==> config.mk <==
export PLATFORM = sky130hd
export DESIGN_NAME = bsum_out_fifo
export DESIGN_NICKNAME = d
export VERILOG_FILES = /design/src/sv/bsum_pkg.sv /design/src/sv/bsum_out_fifo.sv
export SDC_FILE = /design/constraint.sdc
export NUM_CORES = 1
export LEC_CHECK = 0
export BUFFER_PORTS_ARGS = -buffer_cell sky130_fd_sc_hd__buf_2
export CAP_MARGIN = 10
export CORE_UTILIZATION = 32
export CTS_BUF_LIST = sky130_fd_sc_hd__clkbuf_16
export DETAILED_ROUTE_END_ITERATION = 8
export HOLD_SLACK_MARGIN = 0.02
export PLACE_DENSITY_LB_ADDON = 0.2
export SLEW_MARGIN = 10
export SYNTH_ARGS = -nofsm -noshare
export SYNTH_HDL_FRONTEND = slang
export SYNTH_SLANG_ARGS = --single-unit
==> constraint.sdc <==
create_clock -name clk -period 2 [get_ports clk]
set_input_delay 0.1 -clock clk [delete_from_list [all_inputs] [get_ports clk]]
set_output_delay 0.1 -clock clk [all_outputs]
set_load 0.03 [all_outputs]
==> src/sv/bsum_pkg.sv <==
// ----------------------------------------------------------------------------
// bsum_pkg
// Shared types, field widths and constants for the 2x2 wrapping box sum.
// ----------------------------------------------------------------------------
package bsum_pkg;

  localparam int MAX_LINE_DEF = 2048;

  localparam int FW_W   = 12;
  localparam int FH_W   = 16;
  localparam int ROW_W  = 16;
  localparam int COL_W  = 11;
  localparam int CH_W   = 8;

  localparam int CFG_IDX_W  = 1;
  localparam int CFG_DATA_W = 16;

  localparam logic [FW_W-1:0] FRAME_WIDTH_RST  = 12'd640;
  localparam logic [FH_W-1:0] FRAME_HEIGHT_RST = 16'd480;

  localparam int IN_TDATA_W  = 24;
  localparam int OUT_FIELD_W = ROW_W + COL_W + 3 * CH_W;
  localparam int OUT_TDATA_W = ((OUT_FIELD_W + 7) / 8) * 8;
  localparam int OUT_PAD_W   = OUT_TDATA_W - OUT_FIELD_W;

  localparam int OUT_FIFO_DEPTH = 4;

  typedef enum logic [CFG_IDX_W-1:0] {
    REG_FRAME_WIDTH  = 1'b0,
    REG_FRAME_HEIGHT = 1'b1
  } cfg_reg_t;

  typedef struct packed {
    logic [CH_W-1:0] red;
    logic [CH_W-1:0] green;
    logic [CH_W-1:0] blue;
  } pixel_t;

  typedef struct packed {
    logic row_end;
    logic last_row;
  } scan_flags_t;

  typedef struct packed {
    logic [ROW_W-1:0] row;
    logic [COL_W-1:0] col;
    pixel_t           sum;
    logic             run_last;
    logic             frame_last;
  } result_t;

  // Per-channel add, each channel wrapping at 256.
  function automatic pixel_t pix_add(pixel_t a, pixel_t b);
    pixel_t s;
    s.red   = a.red + b.red;
    s.green = a.green + b.green;
    s.blue  = a.blue + b.blue;
    return s;
  endfunction

endpackage

==> src/sv/bsum_out_fifo.sv <==
// ----------------------------------------------------------------------------
// bsum_out_fifo
// Small result queue that soaks up last-row bursts and parts the two sides.
// ----------------------------------------------------------------------------
module bsum_out_fifo (
  input  logic               clk,
  input  logic               rst,
  input  logic               push,
  input  bsum_pkg::result_t  push_data,
  output logic               can_push,
  output logic               valid,
  input  logic               pop_ready,
  output bsum_pkg::result_t  head
);
  import bsum_pkg::*;

  localparam int PW = $clog2(OUT_FIFO_DEPTH);
  localparam int CW = $clog2(OUT_FIFO_DEPTH + 1);

  result_t       slots [OUT_FIFO_DEPTH];
  logic [PW-1:0] wr_ptr;
  logic [PW-1:0] rd_ptr;
  logic [CW-1:0] count;
  logic          pop;

  assign valid    = (count != '0);
  assign pop      = valid && pop_ready;
  assign can_push = (count < CW'(OUT_FIFO_DEPTH));
  assign head     = slots[rd_ptr];

  always_ff @(posedge clk) begin
    if (push) begin
      slots[wr_ptr] <= push_data;
    end
  end

  always_ff @(posedge clk) begin
    if (rst) begin
      wr_ptr <= '0;
      rd_ptr <= '0;
      count  <= '0;
    end else begin
      if (push) begin
        wr_ptr <= (wr_ptr == PW'(OUT_FIFO_DEPTH - 1)) ? '0 : wr_ptr + PW'(1);
      end
      if (pop) begin
        rd_ptr <= (rd_ptr == PW'(OUT_FIFO_DEPTH - 1)) ? '0 : rd_ptr + PW'(1);
      end
      if (push && !pop) begin
        count <= count + CW'(1);
      end else if (pop && !push) begin
        count <= count - CW'(1);
      end
    end
  end

endmodule

* Word-level counts from Yosys, hierarchy flattened *
Memory sizes are Yosys's and may differ from the RTL's. A register that Yosys moved wholly into a read port is not among the register bits.
Cells that the tools add are included.

word-level totals
  flip-flop bits (word level) = 7
  bits in latches = 0
  bits in writable memories = 212
  ROM bits = 0
  input port bits = 57
  logic and storage cells = 26
  memories = 1

operators by class
  add/sub/neg operators = 4
  $mul = 0
  divide/modulo/power cells = 0
  magnitude comparators = 1
  equality and inequality tests = 2
  shift operators = 0
  muxes and demuxes = 8
  bitwise gates (word level) = 0
  reductions and logical operators = 7

memory list
  name   depth  bits a word  rd ports  clocked after Yosys merged registers in  wr ports  RTL line             source
  slots  4      53           1         1                                        1         bsum_out_fifo.sv:20  result_t slots [OUT_FIFO_DEPTH];

operator list
  kind                 count
  $mux 2               4
  $mux 3               2
  $add 2x1->2 const B  2
  $eq 2x2->1 const B   2
  $add 3x1->3 const B  1
  $logic_and 1x1->1    3
  $lt 3x3->1 const B   1
  $reduce_bool 3->1    1
  $sub 3x1->3 const B  1
  $logic_not 1->1      2
  $mux 1               2
  $reduce_bool 2->1    1

* Longest topological paths before layout *
  word-level depth = 5
  gate-level depth with buffers = 7

* Worst setup path after synthesis *
Ideal clock, no wire load.

  path kind = reg-to-reg
  start point = register wr_ptr[0]
  end point = memory slots[3][0] in the netlist's numbering, enable pin
  library setup time = 416 ps
  arrival time = 1809 ps
  required time = 1584 ps
  setup slack = -225 ps
  cell stages (with the launch flop) = 3
  buffers on the path = 0
  period minus slack after synthesis = 2225 ps
  path through = dfxtp_1 -> ha_1 -> and2_1

RTL lines
  element                   RTL line             source
  start: declaration        bsum_out_fifo.sv:21  logic [PW-1:0] wr_ptr;
  start signal: assignment  bsum_out_fifo.sv:44  wr_ptr <= (wr_ptr == PW'(OUT_FIFO_DEPTH - 1)) ? '0 : wr_ptr + PW'(1);
  end: declaration          bsum_out_fifo.sv:20

Straight into the memory's write port.

==> metrics <==
outcome complete, no violations; Crit path arrival time 1900 ps; clk_lat worst skew 500 ps; post-synth design cell area 8170 µm²; WHS 105 ps; Leakage 3.83 nW; initial antenna violation count 1; CTS Buf Count 24; core area 25100 µm²; most frequent cells in the layout edfxtp_1, buf_2, dlygate4sd3_1, mux4_2, buf_6; share of the synthesized area in the top cell type 78.0%; worst reg2reg path depth 7; Avg Cell Area, Syn 25.4 µm²; VDD IR max 717 µV; # port buffers 111; Die H 162 µm; area leader, netlist edfxtp_1; DRC violations left 0; Worst Setup EP head[36]; DR pass1 iterations 4; startpoint type of the worst setup path register; CTS tree done; worst slew pin tran 360 ps; # nets final 594; Initial Utilization 32.5%; global-route wire length before repair 24500 µm; gr usage total 12.3%; slowest stage cell, crit path mux4_2; DRT iter0 DRCs 200; CP endpoint kind primary output; Yosys warning total 0; vias in the first global route 4331; maxcap violations 0; FF-to-FF Start count[0]; Worst Path Max Fanout 7; Rel. slew slack 76.0%; Total Wirelength 16100 µm; Hold Path Class input port to register; Final Skew 17.6 ps; #FFs+latches synth 221; Core Util, Final 44.1%; largest net degree at the start of global routing 35; commonest non-fill, non-tap cell in the layout edfxtp_1; layout cells sized above 1 42.2%; Layout area overhead 35.7%; Post-DP HPWL 9230 µm; count of different cell masters after synthesis 20; FF-to-FF End count[2]; Seq/Total Area, Yosys 80.2%; Reg clk slew, reported paths 60 ps; Cell Rows 58; DIE WIDTH 162 µm; DIE AREA 26200 µm²; unrepaired setup endpoints after global routing yes; CP Class register to primary output; endpoints failing setup 0; H-tree Lvls 1; vias post-DR 4017; PwrDens 1200 nW/µm²; CTS Buffer Depth 3; post-synthesis cell count 321; Mapped Nets 385; wire length per cell 18.4 µm; Cell Chain, Critical Path buf_12, buf_12, mux4_2, buf_6; Remaining Overflow, GRT 0; diode count 0; r2r setup slk 80 ps; io pins 112; CP required 1900 ps; Clock Sinks 221; Final Hold Viols 0; Synth area leaders edfxtp_1, mux4_2, dfxtp_1; drt via density 4.58; GP Congestion 0.700; final period demand of the worst path 2000 ps; final number of max-transition violations 0; final period utilization 99.8%; root buf cell clkbuf_16; crit-path max cell delay 540 ps; Hold Crit Start pop_ready; Top cell by count, worst path buf_12; fmax 0.501 GHz; Post-DRT Antenna Nets 0
routing by layer:
layer / track usage (%) / wire length [µm] / share of wire, % / vias up
li1: - / - / - / 1791
met1: 16.2 / 7220 / 45 / 2112
met2: 20.6 / 7870 / 49 / 85
met3: 2.71 / 753 / 4.7 / 27
met4: 3.30 / 284 / 1.8 / 2
met5: 0 / 13 / 0.081 / -
worst max-delay path: cells and delay by family, from the launching register on:
kind                   cells  cell delay [ps]
multiplexers               1              540
buffers and inverters      3              450
flip-flops                 1              390
layout make-up:
class | count | area [µm²]
Sequential cell | 221 | 6550
Tap cell | 330 | 413
Multi-Input combinational cell | 84 | 1480
Timing Repair Buffer | 195 | 1860
Fill cell | 2189 | 14000
Clock buffer | 25 | 626
Clock inverter | 19 | 133
Inverter | 4 | 15.0
logic make-up (layout without fill, tap and decap cells):
logic type,count (synthesis),in the layout,synth area share [%]
AND/OR/NAND/NOR,14,14,0.858
multiplexers,57,57,15.2
buffers and inverters,16,243,1.90
flip-flops,221,221,80.2
adder cells (fa/ha/maj),7,7,1.16
AO/OA/AOI/OAI,4,4,0.444
XOR/XNOR,2,2,0.215
how the worst min path moves through the flow:
stage	endpoint	depth (start not counted)
final	register	5
after global placement	slots[0][31]	1
after CTS	register	5
after global routing	register	5
after floorplan	count[2]	1
after detailed placement	slots[2][11]	1
per-stage QoR:
| step | cell area (µm²) | setup TNS, ps | power (mW) | cells | setup slack [ps] |
|---|---|---|---|---|---|
| global placement | 9250 | 0 | 8.35 | 769 | 64.2 |
| global route | 11100 | -1270 | 13.9 | 878 | -66.9 |
| floorplan | 8170 | 0 | 7.62 | 321 | 62.9 |
| finish | 11100 | 0 | 13.3 | 878 | 3.04 |
| CTS | 10800 | -1120 | 13.1 | 870 | -79.6 |
| detailed placement | 9250 | -24.3 | 8.38 | 769 | -24.3 |
state kept, by name, indices dropped and copies added, names as in the netlist, named ones only:
name and flops:
count 3, wr_ptr 2, slots 212, rd_ptr 2
cells in the mapped netlist:
library cell	count
a21oi_1	2
and2_1	4
buf_12	5
buf_2	5
buf_6	1
clkbuf_1	1
dfxtp_1	9
edfxtp_1	212
fa_1	1
ha_1	6
inv_1	4
mux2i_1	4
mux4_1	3
mux4_2	50
nand2_1	1
nor2_1	6
o21ai_0	1
o31ai_4	1
or3_1	3
xor2_1	2
power breakdown:
part	internal [mW]	total, mW	switching (mW)	leakage [nW]
Combinational	1.87	3.72	1.85	1.42
Clock	2.50	4.16	1.66	0.389
Sequential	5.33	5.42	0.0920	2.02
Total	9.70	13.3	3.60	3.83
repair_timing:
item,4_1_cts,5_1_grt
setup endpoints to repair,25,50
gates resized for setup,79,29
buffers inserted,1,2
gates cloned,1,6
pin swaps,1,2
hold buffers,55,0
endpoints found under the hold margin,221,0
Note: power is estimated with default switching activity, not from simulation.
