<file path="src/sv/bsum_pkg.sv">
// ----------------------------------------------------------------------------
// bsum_pkg
// Shared types, field widths and constants for the 2x2 wrapping box sum.
// ----------------------------------------------------------------------------
package bsum_pkg;

  localparam int MAX_LINE_DEF = 2048;

  localparam int FW_W   = 12;
  localparam int FH_W   = 16;
  localparam int ROW_W  = 16;
  localparam int COL_W  = 11;
  localparam int CH_W   = 8;

  localparam int CFG_IDX_W  = 1;
  localparam int CFG_DATA_W = 16;

  localparam logic [FW_W-1:0] FRAME_WIDTH_RST  = 12'd640;
  localparam logic [FH_W-1:0] FRAME_HEIGHT_RST = 16'd480;

  localparam int IN_TDATA_W  = 24;
  localparam int OUT_FIELD_W = ROW_W + COL_W + 3 * CH_W;
  localparam int OUT_TDATA_W = ((OUT_FIELD_W + 7) / 8) * 8;
  localparam int OUT_PAD_W   = OUT_TDATA_W - OUT_FIELD_W;

  localparam int OUT_FIFO_DEPTH = 4;

  typedef enum logic [CFG_IDX_W-1:0] {
    REG_FRAME_WIDTH  = 1'b0,
    REG_FRAME_HEIGHT = 1'b1
  } cfg_reg_t;

  typedef struct packed {
    logic [CH_W-1:0] red;
    logic [CH_W-1:0] green;
    logic [CH_W-1:0] blue;
  } pixel_t;

  typedef struct packed {
    logic row_end;
    logic last_row;
  } scan_flags_t;

  typedef struct packed {
    logic [ROW_W-1:0] row;
    logic [COL_W-1:0] col;
    pixel_t           sum;
    logic             run_last;
    logic             frame_last;
  } result_t;

  // Per-channel add, each channel wrapping at 256.
  function automatic pixel_t pix_add(pixel_t a, pixel_t b);
    pixel_t s;
    s.red   = a.red + b.red;
    s.green = a.green + b.green;
    s.blue  = a.blue + b.blue;
    return s;
  endfunction

endpackage

</file>
<file path="src/sv/bsum_scan.sv">
// ----------------------------------------------------------------------------
// bsum_scan
// Frame size registers and the raster position of the next input pixel.
// ----------------------------------------------------------------------------
module bsum_scan #(
  parameter int MAX_LINE = bsum_pkg::MAX_LINE_DEF
) (
  input  logic                                clk,
  input  logic                                rst,
  input  logic                                cfg_write,
  input  logic [bsum_pkg::CFG_IDX_W-1:0]      cfg_index,
  input  logic [bsum_pkg::CFG_DATA_W-1:0]     cfg_data,
  input  logic                                advance,
  output logic [$clog2(MAX_LINE)-1:0]         x,
  output logic [bsum_pkg::ROW_W-1:0]          y,
  output bsum_pkg::scan_flags_t               flags
);
  import bsum_pkg::*;

  localparam int XW = $clog2(MAX_LINE);
  localparam int LW = $clog2(MAX_LINE + 1);

  logic [FW_W-1:0]  frame_width;
  logic [FH_W-1:0]  frame_height;
  logic [XW-1:0]    col_count;
  logic [ROW_W-1:0] row_count;
  logic [LW-1:0]    w_eff;
  logic [LW-1:0]    w_last;
  logic [FH_W-1:0]  h_eff;

  always_ff @(posedge clk) begin
    if (rst) begin
      frame_width  <= FRAME_WIDTH_RST;
      frame_height <= FRAME_HEIGHT_RST;
    end else if (cfg_write) begin
      case (cfg_reg_t'(cfg_index))
        REG_FRAME_WIDTH:  frame_width  <= cfg_data[FW_W-1:0];
        REG_FRAME_HEIGHT: frame_height <= cfg_data[FH_W-1:0];
        default: ;
      endcase
    end
  end

  // A zero size acts as one, and a width beyond the line store is clipped.
  always_comb begin
    if (frame_width == '0) begin
      w_eff = LW'(1);
    end else if (32'(frame_width) > 32'(MAX_LINE)) begin
      w_eff = LW'(MAX_LINE);
    end else begin
      w_eff = LW'(frame_width);
    end
    w_last = w_eff - LW'(1);
    h_eff  = (frame_height == '0) ? FH_W'(1) : frame_height;
  end

  // A column left beyond a narrowed width is taken as the last column.
  assign x              = (LW'(col_count) >= w_eff) ? XW'(w_last) : col_count;
  assign y              = row_count;
  assign flags.row_end  = (LW'(x) == w_last);
  assign flags.last_row = (row_count >= h_eff - FH_W'(1));

  always_ff @(posedge clk) begin
    if (rst) begin
      col_count <= '0;
      row_count <= '0;
    end else if (advance) begin
      if (flags.row_end) begin
        col_count <= '0;
        row_count <= flags.last_row ? '0 : row_count + ROW_W'(1);
      end else begin
        col_count <= x + XW'(1);
      end
    end
  end

endmodule

</file>
<file path="config.mk">
export PLATFORM = sky130hd
export DESIGN_NAME = bsum_scan
export DESIGN_NICKNAME = d
export VERILOG_FILES = /design/src/sv/bsum_pkg.sv /design/src/sv/bsum_scan.sv
export SDC_FILE = /design/constraint.sdc
export NUM_CORES = 1
export LEC_CHECK = 0
export BUFFER_PORTS_ARGS = -buffer_cell sky130_fd_sc_hd__buf_2
export CELL_PAD_IN_SITES_DETAIL_PLACEMENT = 0
export CELL_PAD_IN_SITES_GLOBAL_PLACEMENT = 1
export CORE_UTILIZATION = 43
export CTS_BUF_LIST = sky130_fd_sc_hd__clkbuf_16
export CTS_CLUSTER_DIAMETER = 150
export DETAILED_ROUTE_END_ITERATION = 12
export PLACE_DENSITY = 0.86
export SYNTH_ARGS = -nofsm -noshare
export SYNTH_HDL_FRONTEND = slang
export SYNTH_SLANG_ARGS = --single-unit
</file>
<file path="constraint.sdc">
create_clock -name clk -period 6.3 [get_ports clk]
set_clock_uncertainty 0.05 [all_clocks]
set_input_delay 0.945 -clock clk [delete_from_list [all_inputs] [get_ports clk]]
set_output_delay 0.945 -clock clk [all_outputs]
set_load 0.02 [all_outputs]
</file>
=== Yosys cells after proc, flatten, opt, wreduce, memory -nomap -nowiden ===
Index checks and enable logic that the tools add are counted.
W data, S select, Z words.

* Register bits: 55
* Output and inout port bits: 29

* Mux-type cells: 6
* Add/sub/neg operators: 4
* $lt $le $gt $ge: 3
* Reduce and logical (&&, ||, !) cells: 5
* Eq/ne operators: 1
* Bitwise logic cells: 1

{| class="wikitable"
|+ Operator list
! operator !! count
|-
| $mux W16 || 2
|-
| $mux W12 || 2
|-
| $mux W11 || 2
|-
| $add A16 B1 Y16 const B || 1
|-
| $ge A16 B16 Y1 || 1
|-
| $logic_not A16 Y1 || 1
|-
| $sub A16 B1 Y16 const B || 1
|-
| $eq A11 B12 Y1 || 1
|-
| $ge A11 B12 Y1 || 1
|-
| $gt A12 B12 Y1 const B || 1
|-
| $logic_not A12 Y1 || 1
|-
| $sub A12 B1 Y12 const B || 1
|-
| $add A11 B1 Y11 const B || 1
|-
| $reduce_and A2 Y1 || 3
|-
| $not A1 Y1 || 1
|}

=== Depth between registers and ports, before layout ===
* Depth in word-level cells: 7
* Mapped depth: 18

=== Worst setup path before layout ===
Ideal clock, no wire load.

* Path kind: flip-flop to output port
* Start: register frame_height[2]
* End: output flags[0] (netlist bit)
* Arrival time: 3.945 ns
* Cell stages (with the launch flop): 16
* Setup slack: 1.360 ns
* Cell sequence: dfxtp_1 -> or4_1 -> nor3_1 -> a31oi_1 -> ha_1 -> nand2_1 -> nor2_1 -> xnor2_1 -> ha_1 -> nand4_1 -> a211o_1 -> a21oi_1 -> a22oi_1 -> o21ai_0 -> clkbuf_1 -> clkbuf_1

{| class="wikitable"
|+ RTL lines
! what !! line !! source
|-
| start, declared || bsum_scan.sv:24 || <nowiki>logic [FH_W-1:0] frame_height;</nowiki>
|-
| start signal, assigned || bsum_scan.sv:38 || <nowiki>REG_FRAME_HEIGHT: frame_height <= cfg_data[FH_W-1:0];</nowiki>
|-
| end, declared || bsum_scan.sv:16 || <nowiki>output bsum_pkg::scan_flags_t flags</nowiki>
|}

==> run summary <==
Seq/Total Area, Yosys -> 25.10%
Int Pwr -> 0.6917 mW
Total GRT Usage -> 25.00%
Row Count -> 36
CP max FO -> 18
Fraction of registers with async set/reset -> 0%
Synth warnings -> 0
Worst-Margin Slew -> 0.9227 ns
Root Buffer -> clkbuf_16
Routed len/inst -> 16.83 um
Worst reg2reg path endpoint -> y[14]
CTS tree -> done
Syn avg cell area -> 7.299 um2
Power per Cell Area -> 209.4 nW/um2
Skew-Pair Late Insertion Delay -> 0.29 ns
Core Area -> 9819 um2
Via count -> 4543
CTS Buf Count -> 5
Number of detailed-routing iterations run before antenna repair -> 5
Slew Viols, Final -> 0
Crit path top cell by count -> inv_1
Switching power -> 0.3275 mW
Hold Crit Class -> reg -> reg
DRC -> 0
# port buffers -> 49
R2R Path Start -> frame_width[3]
Die Ht -> 103.0 um
Final GP Congestion -> 0.9446
Mapped Cells -> 601
Hold endpoint -> frame_height[15]
Vias per inst -> 5.978
Sw Ratio -> 32.14%
Worst Min Path Start -> frame_height[15]
Yosys top cell by area -> dfxtp_1
Initial antenna violation count -> 0
R2R Setup Slk -> 1.28 ns
Final min period -> 5.619 ns
Cell Chain, Critical Path -> or4_4 > o41ai_1 > inv_1 > ha_1 > or4b_2 > a21oi_1 > o21ai_0 > nor4_1 > and4b_1 > nor2_1 > inv_1 > buf_2
Hold_buf cts -> 0
# IOs -> 50
Static Leak -> 1.945 nW
First-pass GRT wire length -> 20.51 mm
Die area -> 10610 um2
Number of global-route vias before repair -> 4089
Clk network pwr share -> 34.8%
DP HPWL -> 9.599 mm
CP max-delay cell -> or4b_2
# diodes -> 0
CTS resizes -> 0
Post-CTS Setup Inserts -> 0
VDD IR-drop max -> 0.1266 mV
Final net count -> 678
Max-cap violations -> 0
Hold Crit Depth -> 2
Clock sinks -> 55
Setup CP Type -> reg -> out
CP startpoint kind -> register
CP required -> 5.30 ns
Total gr overflow -> 0
Largest net degree at the start of global routing -> 46
Share of cells above drive strength 1 -> 11.80%
RSZ-0062 raised after global routing -> no
H-tree depth -> 2
Yosys top cell area share -> 25.10%
DRT Wirelength -> 12.79 mm
FF+latch count, synth -> 55
Syn_nets -> 653
Syn Std Cell Area -> 4387 um2
Crit path capture type -> primary output
Area grow syn2layout -> 10.95%
Post-synth EDFFs -> 0
Slowest cell delay on critical path -> 0.69 ns
R2R cell count -> 12
Initial core utilization -> 44.67%
Seq pwr share -> 39.2%
Status -> finished clean
Final-report hold violation count -> 0
Die span in x -> 103.0 um
Post-Route Setup TNS -> 0 ns
1st-iter DRT viols -> 232
Clock-pin slew on the worst setup and hold paths -> 0.07 ns
Clock Path Buffers -> 2
Comb pwr share -> 26.0%
Tcrit/Tclk final -> 89.18%
Synth cell types -> 67
Antenna-violating nets left -> 0
Max-slew headroom -> 38.49%
Total power after layout -> 1.019 mW
Final setup vio count -> 0
Top_reg_cell synth -> dfxtp_1
Ranking of synthesized cells by area -> dfxtp_1, nand2_1, ha_1
Fmax -> 0.1780 GHz
Worst EP arrival -> 4.62 ns
## layer usage
layer	GRT usage (%)	routed length, um
met2	43.03	6133
met4	7.259	223
met1	32.55	5715
met5	0	0
met3	3.458	721
## cells in the final DEF, fill, tap and decap left out, types with 10 or more instances in the layout
cell type	netlist	final
o21ai_0	26	25
inv_1	16	17
nand3_1	30	30
nor3_1	10	10
nand2_1	111	111
buf_2	3	49
and3_1	10	10
xnor2_1	17	17
a21oi_1	63	63
ha_1	31	31
or4_1	10	10
nor2_1	41	41
dfxtp_1	55	55
## Yosys cell counts, drive strengths merged (9+ instances only)
master	number
nand3	30
nand2	111
and3	10
xnor2	17
nor2	41
nor4	13
xor2	9
dfxtp	55
nor3	10
clkbuf	27
o21ai	27
inv	16
ha	31
a21oi	63
or4	11
## cells by family (layout without fill, tap and decap cells)
logic type	after synthesis	count (layout)	share of synthesized area [%]
and+or+nand+nor	274	274	31.66
muxes	5	5	1.141
DFF	55	55	25.10
adders and majority gates	31	31	8.842
buffers and inverters	52	78	4.877
AOI/OAI and AO/OA	158	158	23.19
xor gates and xnor gates	26	26	5.191
## worst max-delay path: cells and delay by family, from the launching register on
family	cells	cell delay, ns
AO/OA/AOI/OAI	3	0.90
AND/OR/NAND/NOR	5	2.05
buffers and inverters	3	0.48
adder cells (fa/ha/maj)	1	0.46
flip-flops	1	0.45
## registers in the layout (all words and copies together), names as in the netlist
name	count
col_count	11
frame_height	16
frame_width	12
y	16
## worst max path at each step
stage	startpoint	endpoint	slack (ns)	cells after the start
final	frame_width[3]	flags[1]	0.68	12
after global routing	frame_width[3]	flags[1]	0.43	12
after CTS	frame_width[3]	flags[1]	0.76	12
after detailed placement	frame_width[3]	flags[1]	1.07	12
after global placement	frame_width[3]	flags[1]	1.24	12
after floorplan	frame_height[2]	flags[0]	1.36	15
## final cells by class
| class | instances | area, um2 |
|---|---|---|
| inverters | 17 | 63.81 |
| well taps | 133 | 166.4 |
| clock inverters | 3 | 63.81 |
| clock buffers | 5 | 125.1 |
| fillers | 1022 | 4952 |
| multi-input cells | 494 | 3072 |
| flip-flops and latches | 55 | 1101 |
| repair buffers | 53 | 275.3 |
## power by group through the flow
stage | sequential, mW | clock [mW] | combinational [mW]
floorplan | 0.396 | 0 | 0.195
global placement | 0.407 | 0 | 0.259
detailed placement | 0.408 | 0 | 0.262
CTS | 0.399 | 0.360 | 0.264
global route | 0.403 | 0.377 | 0.294
finish | 0.400 | 0.354 | 0.265
## metrics by stage
stage          utilization (%)  worst slack [ns]  instances  hold slack [ns]  cell area, um2
2_1_floorplan                -             1.360        601           0.4003            4387
3_3_place_gp             47.64             1.236        752           0.4192            4678
3_5_place_dp             47.64             1.071        752           0.4207            4678
4_1_cts                  49.57            0.7597        760           0.4315            4867
5_1_grt                  49.57            0.4318        760           0.4712            4867
6_report                 49.57            0.6814        760           0.4391            4867
No activity file was read; power rests on OpenSTA's default activity.
