--- config.mk ---
export PLATFORM = sky130hd
export DESIGN_NAME = bsum_window
export DESIGN_NICKNAME = d
export VERILOG_FILES = /design/src/sv/bsum_pkg.sv /design/src/sv/bsum_window.sv
export SDC_FILE = /design/constraint.sdc
export NUM_CORES = 1
export LEC_CHECK = 0
export ABC_CLOCK_PERIOD_IN_PS = 10850
export CAP_MARGIN = 15
export CORE_MARGIN = 4
export CORE_UTILIZATION = 40
export CTS_CLUSTER_DIAMETER = 50
export DETAILED_ROUTE_END_ITERATION = 6
export DONT_BUFFER_PORTS = 1
export SYNTH_ARGS = -nofsm -noshare
export SYNTH_HDL_FRONTEND = slang
export SYNTH_SLANG_ARGS = --single-unit
--- constraint.sdc ---
create_clock -name clk -period 10.85 [get_ports clk]
set_clock_uncertainty 0.05 [all_clocks]
set_input_delay 1.085 -clock clk [delete_from_list [all_inputs] [get_ports clk]]
set_output_delay 1.085 -clock clk [all_outputs]
set_load 0.01 [all_outputs]
--- src/sv/bsum_pkg.sv ---
// ----------------------------------------------------------------------------
// bsum_pkg
// Shared types, field widths and constants for the 2x2 wrapping box sum.
// ----------------------------------------------------------------------------
package bsum_pkg;

  localparam int MAX_LINE_DEF = 2048;

  localparam int FW_W   = 12;
  localparam int FH_W   = 16;
  localparam int ROW_W  = 16;
  localparam int COL_W  = 11;
  localparam int CH_W   = 8;

  localparam int CFG_IDX_W  = 1;
  localparam int CFG_DATA_W = 16;

  localparam logic [FW_W-1:0] FRAME_WIDTH_RST  = 12'd640;
  localparam logic [FH_W-1:0] FRAME_HEIGHT_RST = 16'd480;

  localparam int IN_TDATA_W  = 24;
  localparam int OUT_FIELD_W = ROW_W + COL_W + 3 * CH_W;
  localparam int OUT_TDATA_W = ((OUT_FIELD_W + 7) / 8) * 8;
  localparam int OUT_PAD_W   = OUT_TDATA_W - OUT_FIELD_W;

  localparam int OUT_FIFO_DEPTH = 4;

  typedef enum logic [CFG_IDX_W-1:0] {
    REG_FRAME_WIDTH  = 1'b0,
    REG_FRAME_HEIGHT = 1'b1
  } cfg_reg_t;

  typedef struct packed {
    logic [CH_W-1:0] red;
    logic [CH_W-1:0] green;
    logic [CH_W-1:0] blue;
  } pixel_t;

  typedef struct packed {
    logic row_end;
    logic last_row;
  } scan_flags_t;

  typedef struct packed {
    logic [ROW_W-1:0] row;
    logic [COL_W-1:0] col;
    pixel_t           sum;
    logic             run_last;
    logic             frame_last;
  } result_t;

  // Per-channel add, each channel wrapping at 256.
  function automatic pixel_t pix_add(pixel_t a, pixel_t b);
    pixel_t s;
    s.red   = a.red + b.red;
    s.green = a.green + b.green;
    s.blue  = a.blue + b.blue;
    return s;
  endfunction

endpackage

--- src/sv/bsum_window.sv ---
// ----------------------------------------------------------------------------
// bsum_window
// Window register and result sequencer: forms up to four sums per pixel.
// ----------------------------------------------------------------------------
module bsum_window #(
  parameter int MAX_LINE = bsum_pkg::MAX_LINE_DEF
) (
  input  logic                        clk,
  input  logic                        rst,
  input  logic                        load,
  input  bsum_pkg::pixel_t            cur,
  input  logic [$clog2(MAX_LINE)-1:0] x,
  input  logic [bsum_pkg::ROW_W-1:0]  y,
  input  bsum_pkg::scan_flags_t       flags,
  input  bsum_pkg::pixel_t            up,
  input  logic                        can_push,
  output logic                        ready,
  output logic                        push,
  output bsum_pkg::result_t           res
);
  import bsum_pkg::*;

  localparam int XW = $clog2(MAX_LINE);

  // Pending result kinds, in emission order.
  localparam int WIN_FULL   = 0;
  localparam int WIN_RIGHT  = 1;
  localparam int WIN_BOTTOM = 2;
  localparam int WIN_CORNER = 3;

  logic             s1_valid;
  logic [3:0]       pending;
  logic [3:0]       sel;
  logic             single;
  logic             done;
  pixel_t           left_pixel;
  pixel_t           cur_q;
  pixel_t           left_q;
  pixel_t           ul_q;
  logic [XW-1:0]    x_q;
  logic [ROW_W-1:0] y_q;
  logic             x_nz;
  logic             y_nz;

  assign x_nz = (x != '0);
  assign y_nz = (y != '0);

  assign sel    = pending & (~pending + 4'd1);
  assign single = ((pending & (pending - 4'd1)) == 4'd0);
  assign done   = (pending == 4'd0) || (single && can_push);
  assign ready  = !s1_valid || done;
  assign push   = s1_valid && (pending != 4'd0) && can_push;

  always_ff @(posedge clk) begin
    if (rst) begin
      s1_valid   <= 1'b0;
      pending    <= '0;
      left_pixel <= '0;
    end else if (load) begin
      s1_valid               <= 1'b1;
      pending[WIN_FULL]      <= y_nz && x_nz;
      pending[WIN_RIGHT]     <= y_nz && flags.row_end;
      pending[WIN_BOTTOM]    <= flags.last_row && x_nz;
      pending[WIN_CORNER]    <= flags.last_row && flags.row_end;
      left_pixel             <= cur;
    end else begin
      if (push) begin
        pending <= pending & ~sel;
      end
      if (s1_valid && done) begin
        s1_valid <= 1'b0;
      end
    end
  end

  // The upper-left pixel is the line read of the beat before, still held at
  // the line store output when the next beat is taken.
  always_ff @(posedge clk) begin
    if (load) begin
      cur_q  <= cur;
      left_q <= left_pixel;
      ul_q   <= up;
      x_q    <= x;
      y_q    <= y;
    end
  end

  always_comb begin
    res = '0;
    if (sel[WIN_FULL]) begin
      res.sum = pix_add(pix_add(ul_q, up), pix_add(left_q, cur_q));
    end else if (sel[WIN_RIGHT]) begin
      res.sum = pix_add(up, cur_q);
    end else if (sel[WIN_BOTTOM]) begin
      res.sum = pix_add(left_q, cur_q);
    end else begin
      res.sum = cur_q;
    end
    res.row = (sel[WIN_BOTTOM] || sel[WIN_CORNER]) ? y_q : y_q - ROW_W'(1);
    res.col = (sel[WIN_FULL] || sel[WIN_BOTTOM]) ? COL_W'(x_q - XW'(1)) : COL_W'(x_q);
    res.run_last   = ((pending & ~sel) == 4'd0);
    res.frame_last = sel[WIN_CORNER];
  end

endmodule

== Word-level counts from Yosys, hierarchy flattened ==
Index checks and enable logic that the tools add are counted.

* Register bits: 128
* Bits in latches: 0
* Output and inout bits: 55
* Word-level logic and storage cells: 67
* Memories: 0
* Bits of input ports: 81
* ROM bits: 0
* Bits in writable memories: 0

* $mul: 0
* Div/mod/pow operators: 0
* Reductions and logical operators: 21
* Equal/unequal tests: 0
* Add/subtract/negate cells: 16
* Shifts and indexed selects: 0
* Multiplexer cells: 9
* Bitwise gates (word level): 5
* $lt $le $gt $ge: 0

{| class="wikitable"
|+ Operators by type and width
! cell !! count
|-
| 8-bit adder || 12
|-
| 24-bit 2-to-1 mux || 3
|-
| 16-bit 2-to-1 mux || 1
|-
| 16-bit nonzero test || 1
|-
| 16-bit by 1-bit subtractor with 16-bit output (second input constant) || 1
|-
| 4-bit bitwise AND || 3
|-
| 4-bit logical NOT || 3
|-
| 11-bit 2-to-1 mux || 1
|-
| 11-bit nonzero test || 1
|-
| 11-bit by 1-bit subtractor with 11-bit output (second input constant) || 1
|-
| 1-bit logical AND || 8
|-
| 4-bit 2-to-1 mux || 2
|-
| 4-bit inverter || 2
|-
| 4-bit by 1-bit adder with 4-bit output (second input constant) || 1
|-
| 1-bit logical OR || 4
|-
| 2-bit nonzero test || 2
|-
| 4-bit nonzero test || 1
|-
| 4-bit by 1-bit subtractor with 4-bit output (second input constant) || 1
|-
| 1-bit 2-to-1 mux || 2
|-
| 1-bit logical NOT || 1
|}

== Logic depth before layout (Yosys ltp) ==
* Word-level depth: 8
* Mapped depth: 18
* Mapped depth without buffers: 18

== Worst setup path before layout ==
No wires, ideal clock.

* Kind: reg-to-output
* From: register cur_q[8] (netlist name)
* To: output port res[17] (netlist name)
* Stages on the path, launching flop included: 17
* Slack: 6.401 ns
* Buffers on the path: 0
* Data arrival time: 3.314 ns
* Data required time: 9.715 ns
* Path through: edfxtp_1 -> ha_1 -> inv_1 -> fa_1 -> nor2b_1 -> o21ai_0 -> a21boi_0 -> o21ai_0 -> nor2b_1 -> xnor2_1 -> fa_1 -> ha_1 -> nor2_1 -> a21oi_1 -> xnor3_1 -> a21oi_1 -> nand3_1

{| class="wikitable"
|+ RTL lines
! what !! RTL line !! source
|-
| start, declared || bsum_window.sv:37 || <nowiki>pixel_t cur_q;</nowiki>
|-
| start signal, assigned || bsum_window.sv:80 || <nowiki>cur_q <= cur;</nowiki>
|-
| end, declared || bsum_window.sv:19 || <nowiki>output bsum_pkg::result_t res</nowiki>
|}

==> run metrics <==
status=finished clean; Yosys warnings=0; ANT cells=0; Setup Crit Path Kind=flop to output port; Wirelength per Cell=between 15 and 20 um; Worst Hold Class=flop to flop; Inst Count DP=~1000; post-route setup TNS=0 ns; # clock sinks=around 130; Final Hold Vio Count=0; first drt pass iteration count=5; worst slew pin tran=between 1 and 1.5 ns; initial antenna violation count=0; post-synthesis instance area=roughly 8200 um^2; Fmax=approximately 0.19 GHz; root buf cell=clkbuf_16; die width=around 150 um; placed wire-length estimate=between 10 and 15 mm; htree depth=4; CTS Hold Bufs=0; number of distinct library cells after synthesis=70; FP Rows=52; max-slew violations=0; I/O pin cnt=about 140; R2R cell count=7; maximum VDD drop=0.106 mV; Period minus WS final=around 5.3 ns; crit-path max FO=4; gr usage total=0.180; first-pass GRT wire length=approximately 31 mm; Worst path slowest cell=fa_1; crit start category=flop; RSZ-0062 raised after global routing=no; Die Span Y=between 150 and 200 um; drt first-iter violations=327; Post-Syn Area per Cell=~11 um^2; Post-synth ARST share=0; Yosys reg bits=roughly 130; CP Capture Type=output port; postcts setup bufs=0; DR DRC count=0; Final Setup Violations=0; core area=20200 um^2; Area Growth Syn to Fin=10.5%; cts repair resizes=0; Crit path largest cell delay=between 0.4 and 0.5 ns; Net Count, Synth=roughly 900; crit share post-route=0.491; Final GP Congestion=0.837; number of global-route vias before repair=5942; slew margin rel.=0.288; max_cap viols=0; Cells after Synth=around 740; dominant synthesized flop cell=edfxtp_1; Final ANT Viol Nets=0; vias=around 5600; CTS max path bufs=2; worst hold stages=0; input/output buffers=0; clk_lat worst skew=0.44 ns; routed vias/inst=roughly 5.5; Arrival @ worst endpoint=between 4 and 5 ns; Post-layout nets=just over 900; largest net degree at the start of global routing=128; fillers=between 1500 and 2000; Die ar.=about 23000 um^2; Worst EP required=9.72 ns; EDFF count, synth=99; GRT overflow=0; crit-path cells=ha_1 > inv_1 > fa_1 > nor2b_1 > o21ai_0 > a21boi_0 > o21ai_0 > nor2b_1 > xnor2_1 > fa_1 > ha_1 > nor2_1 > a21oi_1 > xnor3_1 > a21oi_1 > nand3_1; routed wire length=roughly 20 mm; total CTS buffers=17; clock-pin slew on the worst setup and hold paths=~0.07 ns; Pleak=about 3.5 nW; CTS tree=done; sequential fraction of the synthesis area=0.431; Final Instance Count excl. Fillers=1027; Initial Util=0.407; cell area power density=around 180 nW/um^2; ratio of cells with drive above 1 in the final layout=0.0779
-- registers in the layout, indices dropped and copies added, names as in the netlist --
signal / cells
pending: 4
ul_q: 24
cur_q: 24
left_pixel: 24
left_q: 24
x_q: 11
y_q: 16
s1_valid: 1
-- through the flow --
step	worst slack (ns)	util	total power, mW	area (um^2)	hold slack (ns)
after global placement	6.12	0.422	1.08	8530	0.361
final	5.52	0.450	1.64	9100	0.371
after CTS	5.52	0.450	1.65	9100	0.375
after global routing	5.22	0.450	1.74	9100	0.391
after detailed placement	6.00	0.422	1.09	8530	0.367
after floorplan	6.40	-	0.989	8240	0.358
-- final timing paths --
kind | from | end | slack (ns)
setup / recovery | cur_q[8]$_DFFE_PP_ | res[17] | 5.52
hold / removal | left_pixel[7]$_SDFFE_PP0P_ | left_q[7]$_DFFE_PP_ | 0.37
setup reg to reg | pending[1]$_SDFFE_PP0P_ | s1_valid$_SDFFE_PP0P_ | 8.32
hold reg to reg | left_pixel[7]$_SDFFE_PP0P_ | left_q[7]$_DFFE_PP_ | 0.37
-- report_power, final --
group          switching [mW]  internal, mW
registers              0.0260         0.568
clock network           0.254         0.304
logic                   0.269         0.218
total                   0.549          1.09
-- cells in the mapped netlist, types with 13 or more instances --
cell type / number / share of area
nor2_1: 64 / 0.029
ha_1: 62 / 0.094
xor2_1: 25 / 0.027
fa_1: 30 / 0.073
a21oi_1: 38 / 0.023
inv_1: 43 / 0.020
edfxtp_1: 99 / 0.36
mux2i_1: 31 / 0.038
a21o_1: 14 / 0.013
o21ai_0: 42 / 0.026
a211oi_1: 13 / 0.012
nor3_1: 16 / 0.0097
nand2_1: 27 / 0.012
xnor2_1: 45 / 0.048
nor2b_1: 16 / 0.012
dfxtp_1: 29 / 0.070
-- critical path: cells and delay by family, from the launching register on --
family / cells / cell delay [ns]
and+or+nand+nor: 4 / 0.50
AOI/OAI and AO/OA: 5 / 0.90
DFF: 1 / 0.38
xor gates and xnor gates: 2 / 0.52
buffers and inverters: 1 / 0.06
adders and majority gates: 4 / 1.39
-- logic make-up (layout without fill, tap and decap cells) --
logic type,count (synthesis),after routing,share of synthesized area
DFF,128,128,0.431
AOI/OAI and AO/OA,169,169,0.133
muxes,36,36,0.0445
and+or+nand+nor,181,181,0.118
buffers and inverters,61,80,0.0293
xor gates and xnor gates,71,71,0.0772
adders and majority gates,92,92,0.167
-- layer usage --
layer	up-vias	global-route usage	part of all wire
met2	162	0.299	0.49
met3	28	0.0669	0.080
met1	2714	0.218	0.42
met5	-	0	0
met4	0	0.0562	0.018
li1	2726	-	-
-- placed cells by master (no fill, tap or decap), types with 13 or more instances in the layout --
master | Yosys | final
edfxtp_1 | 99 | 99
nor2_1 | 64 | 64
ha_1 | 62 | 62
xnor2_1 | 45 | 45
inv_1 | 43 | 43
o21ai_0 | 42 | 42
a21oi_1 | 38 | 38
mux2i_1 | 31 | 31
fa_1 | 30 | 30
dfxtp_1 | 29 | 29
nand2_1 | 27 | 27
xor2_1 | 25 | 25
clkbuf_16 | 0 | 17
nor2b_1 | 16 | 16
nor3_1 | 16 | 16
a21o_1 | 14 | 14
a211oi_1 | 13 | 13
-- area by class of cell --
type,instances,area (um^2),share of cell area
multi-input combinational,549,4440,0.488
sequential,128,3550,0.391
clock buffer,17,425,0.0468
tap,270,338,0.0371
inverter,43,161,0.0177
clock inverter,15,140,0.0154
timing repair buffer,5,37.5,0.00413
Power figures use the tool's default switching activity.
